### src/rtl/core/gmp_pkg.sv
`timescale 1ns / 1ps
// ----------------------------------------------------------------------------
// gmp_pkg: shared types and constants for the grid minimum path cost block
// Cost width, sentinel, register indexes and the cell control structures.
// ----------------------------------------------------------------------------
package gmp_pkg;

  localparam int DEF_MAX_ROWS    = 16;
  localparam int DEF_MAX_COLS    = 16;
  localparam int DEF_WEIGHT_BITS = 8;

  localparam int COST_W = 16;
  localparam logic [COST_W-1:0] COST_INF = '1;

  // configuration port
  localparam int CFG_W     = 5;
  localparam int CFG_IDX_W = 1;
  localparam logic [CFG_IDX_W-1:0] REG_ROWS = 1'd0;
  localparam logic [CFG_IDX_W-1:0] REG_COLS = 1'd1;
  localparam logic [CFG_W-1:0] SIZE_RESET = 5'd16;

  // column tag of one grid cell
  typedef struct packed {
    logic first;
    logic last;
  } gmp_tag_t;

  // per-cycle command to the cell chain
  typedef struct packed {
    logic shift_up;
    logic shift_down;
    logic tag_shift;
    logic init;
    logic relax;
  } gmp_ctl_t;

  // neighbor costs: left, right, up, down
  typedef struct packed {
    logic [3:0]             ok;
    logic [3:0][COST_W-1:0] cost;
  } gmp_nbr_t;

endpackage

### src/rtl/core/gmp_cell.sv
`timescale 1ns / 1ps
// ----------------------------------------------------------------------------
// gmp_cell: one grid cell of the relaxation chain
// Holds a weight, a column tag and a running cost; passes weight and tag
// to its neighbor and relaxes its cost against the four grid neighbors.
// ----------------------------------------------------------------------------
module gmp_cell import gmp_pkg::*; #(
  parameter int WEIGHT_BITS = DEF_WEIGHT_BITS
) (
  input  logic                   clk,
  input  gmp_ctl_t               ctl,
  input  logic [WEIGHT_BITS-1:0] w_lo,
  input  logic [WEIGHT_BITS-1:0] w_hi,
  input  gmp_tag_t               tag_lo,
  input  logic                   start,
  input  logic                   active,
  input  gmp_nbr_t               nbr,
  output logic [WEIGHT_BITS-1:0] weight,
  output gmp_tag_t               tag,
  output logic [COST_W-1:0]      cost,
  output logic                   changed
);

  logic [COST_W-1:0] mn;
  logic [COST_W:0]   sum;
  logic [COST_W-1:0] cand;

  // least neighbor cost plus own weight, saturating
  always_comb begin
    mn = COST_INF;
    for (int d = 0; d < 4; d++) begin
      if (nbr.ok[d] && nbr.cost[d] < mn) begin
        mn = nbr.cost[d];
      end
    end
    sum  = {1'b0, mn} + (COST_W+1)'(weight);
    cand = sum[COST_W] ? COST_INF : sum[COST_W-1:0];
  end

  // only cells inside the current grid relax
  assign changed = ctl.relax && active && (cand < cost);

  // hold weight, tag and cost
  always_ff @(posedge clk) begin
    if (ctl.shift_up) begin
      weight <= w_lo;
    end else if (ctl.shift_down) begin
      weight <= w_hi;
    end
    if (ctl.tag_shift) begin
      tag <= tag_lo;
    end
    if (ctl.init) begin
      cost <= start ? '0 : COST_INF;
    end else if (changed) begin
      cost <= cand;
    end
  end

endmodule

### config.mk
export PLATFORM = sky130hd
export DESIGN_NAME = gmp_cell
export DESIGN_NICKNAME = d
export VERILOG_FILES = /design/src/rtl/core/gmp_pkg.sv /design/src/rtl/core/gmp_cell.sv
export SDC_FILE = /design/constraint.sdc
export NUM_CORES = 1
export LEC_CHECK = 0
export BUFFER_PORTS_ARGS = -buffer_cell sky130_fd_sc_hd__buf_4
export CAP_MARGIN = 20
export CORE_UTILIZATION = 49
export DETAILED_ROUTE_END_ITERATION = 7
export GPL_ROUTABILITY_DRIVEN = 1
export GPL_TIMING_DRIVEN = 1
export PLACE_DENSITY = 0.75
export SLEW_MARGIN = 20
export SYNTH_ARGS = -nofsm -noshare
export SYNTH_HDL_FRONTEND = slang
export SYNTH_SLANG_ARGS = --single-unit
### constraint.sdc
create_clock -name clk -period 15.9 [get_ports clk]
set_input_delay 3.18 -clock clk [delete_from_list [all_inputs] [get_ports clk]]
set_output_delay 3.18 -clock clk [all_outputs]
set_load 0.01 [all_outputs]
==> impl_metrics.json <==
{
  "worst_pin_slew_ns": 0.752,
  "postSynthAreaPerCell_um2": 8.23,
  "yosys.area.top_type": "ha_1",
  "synthTopCellsByArea": "ha_1 20%, edfxtp_1 19%, nand2_1 5.0%",
  "pwr-share-comb": 0.760,
  "core_um2": 8220,
  "cp_common_cell": "buf_6",
  "fin_cells": 792,
  "start_util": 0.508,
  "crit_type": "in -> out",
  "grt_use_total": 0.301,
  "gp_congestion": 1.06,
  "first_iter_violations": 371,
  "clk_latency_ns": 0.29,
  "power.internal_mw": 0.368,
  "relSlewSlack": 0.499,
  "hold_viol_final": 0,
  "die_x_um": 94.3,
  "dieHeight_um": 94.3,
  "portBuffers": 120,
  "max-cap-violations": 0,
  "dp_slack_ns": -0.384,
  "ys_types": 66,
  "power_density_nw_per_um2": 102,
  "synth_top_area_share": 0.198,
  "dp.cells": 757,
  "grt_pass1_wl_mm": 21.2,
  "max_freq_mhz": 63.1,
  "period_share": 0.996,
  "synth-edff-count": 26,
  "slowest_stage": "o41ai_4",
  "period_needed_ns": 15.84,
  "dieArea_um2": 8890,
  "status": "completed",
  "post-route-util": 0.793,
  "cts_buffers": 3,
  "cp-startpoint": "nbr[7]",
  "area_delta_synth_final_pct": 56.2,
  "diodes": 0,
  "setup_violations": 0,
  "slowest_delay_ns": 0.37,
  "seq_power_share": 0.153,
  "clock_power_share": 0.087,
  "ioPinCount": 121,
  "ir_worst_vdd_uv": 62.4,
  "wire_per_inst_um": 19.4,
  "overflow": 0,
  "cts_tree": "built",
  "hold_buffers": 0,
  "setup.worst_path.start_class": "primary input",
  "drc": 0,
  "grt_pass1_vias": 4550,
  "antenna_found_initial": 0,
  "ys.flop_type": "edfxtp_1",
  "finalNetCount": 849,
  "totalPowerFinal_mw": 0.665,
  "worst_ep_arrival_time_ns": 12.66,
  "ff2ff_setup_slack_ns": 10.98,
  "cp-endpoint": "changed",
  "clock-root-buffer": "clkbuf_8",
  "fp-row-count": 33,
  "cts.sinks": 26,
  "viasPerCell": 6.26,
  "p_sw_mw": 0.297,
  "rsz0062_at_grt": "true",
  "synth_fp_nets": 668,
  "rr_startpoint": "weight[0]",
  "finalSetupTns_ns": 0,
  "netlist_area_um2": 4170,
  "postRouteAntennaNets": 0,
  "r2r_end": "cost[0]",
  "totalWireLength_mm": 15.4,
  "synth-seq-cells": 26,
  "cp-end-kind": "output pin",
  "async_flop_share": 0,
  "syn_inst": 507,
  "seq_area_frac_synth": 0.187,
  "p_leak_nw": 2.85,
  "drv_slew": 0,
  "place_hpwl_mm": 11.0,
  "via_count": 4956,
  "fin_ws_ns": 0.0620,
  "layout-drive-gt1-share": 0.470,
  "htreeDepth": 1,
  "cts.clk_slew.worst_paths_ns": 0.09,
  "yosys_warnings": 0,
  "grt_max_degree": 24,
  "fin_worst_skew_ns": 0.0166,
  "swShare": 0.446,
  "clock_path_buffers": 2,
  "critPathMaxFanout": 7,
  "min_path_type": "reg -> reg",
  "reg2reg_depth": 23,
  "crit_required_ns": 12.72,
  "firstDrtPassIters": 6
}
-- synthesized netlist by cell type, drive strengths merged, types with 3 or more instances --
cell type   n
a211oi      9
a21boi      3
a21o        9
a21oi      31
a31o        4
a31oi      14
a41oi       5
and2        4
and3        4
buf         6
clkbuf     10
edfxtp     26
ha         66
inv        36
mux2       13
mux2i       9
nand2      58
nand3      16
nand4      17
nor2       26
nor2b      15
nor3       13
o211ai      9
o21a        8
o21ai      43
o21bai      6
o31ai       3
or2         4
or3         6
xnor2       7
xor2        4
-- flip-flops by register name, summed over array words and instances, names as in the netlist --
signal and count:
cost 16, tag 2, weight 8
-- layout make-up --
| type | instances | area (µm²) |
|---|---|---|
| multi-input cells | 429 | 3810 |
| fillers | 533 | 1700 |
| repair buffers | 192 | 1590 |
| flip-flops and latches | 26 | 781 |
| inverters | 36 | 135 |
| well taps | 105 | 131 |
| clock buffers | 3 | 41.3 |
| clock inverters | 1 | 30.0 |
-- repair_timing --
action	in CTS	in global routing
pin swaps	11	74
setup buffers	6	22
resized for setup	15	119
gates cloned	0	3
setup endpoints to repair	1	1
-- layer usage --
layer	up-vias	GRT usage	share of wire
li1	2279	-	-
met1	2327	0.389	0.40
met2	281	0.515	0.49
met3	69	0.0453	0.074
met4	0	0.0846	0.039
met5	-	0	0
-- worst max-delay path, delay by kind of cell --
kind	cells	cell delay [ns]
adders and majority gates	6	1.66
and+or+nand+nor	14	2.31
AOI/OAI and AO/OA	21	3.95
buffers and inverters	12	1.52
-- how the worst min path moves through the flow --
stage	startpoint	to	slack (ns)	cells after the start
global route	weight[0]	cost[0]	0.90	3
floorplan	weight[0]	cost[0]	0.80	3
global placement	weight[0]	cost[0]	0.87	3
finish	weight[0]	cost[0]	0.89	3
CTS	weight[0]	cost[0]	0.90	3
detailed placement	weight[0]	cost[0]	0.87	3
-- logic make-up after synthesis --
group,synth area share
XOR/XNOR,0.0231
buffers and inverters,0.0504
adder cells (fa/ha/maj),0.203
AO/OA/AOI/OAI,0.276
multiplexers,0.0576
flip-flops,0.187
AND/OR/NAND/NOR,0.203
-- power groups by stage --
stage,combinational [mW],sequential [mW],clock (mW)
after detailed placement,0.387,0.103,0
after global routing,0.543,0.103,0.0590
final,0.505,0.102,0.0579
after global placement,0.371,0.102,0
after CTS,0.404,0.102,0.0577
after floorplan,0.240,0.108,0
-- through the flow --
stage	hold WS, ns	instance area, µm²
6_report	0.888	6520
5_1_grt	0.903	6520
4_1_cts	0.897	5700
3_5_place_dp	0.870	5530
3_3_place_gp	0.869	5530
2_1_floorplan	0.804	4240
-- cell usage in the layout (no fill, tap or decap), types with 4 or more instances in the layout --
cell type and count:
edfxtp_1 26, nor3_1 12, xor2_1 4, nand4_1 17, a21o_1 9, buf_6 10
xnor2_1 7, buf_4 172, inv_2 7, mux2_2 11, nor2b_1 14, a21oi_4 6
nand2_1 52, o21a_1 8, nand3_1 12, o211ai_1 9, inv_1 29, and2_1 4
nor2_2 4, nand2_2 4, a21oi_1 16, nor2_1 19, a31oi_2 9, a211oi_2 5
ha_4 18, ha_1 46, or3_4 4, o21ai_1 16, buf_12 5, o21ai_0 23
mux2i_1 4, a31oi_1 5, a21oi_2 9, o21bai_1 4
(Power assumes the default switching activity.)
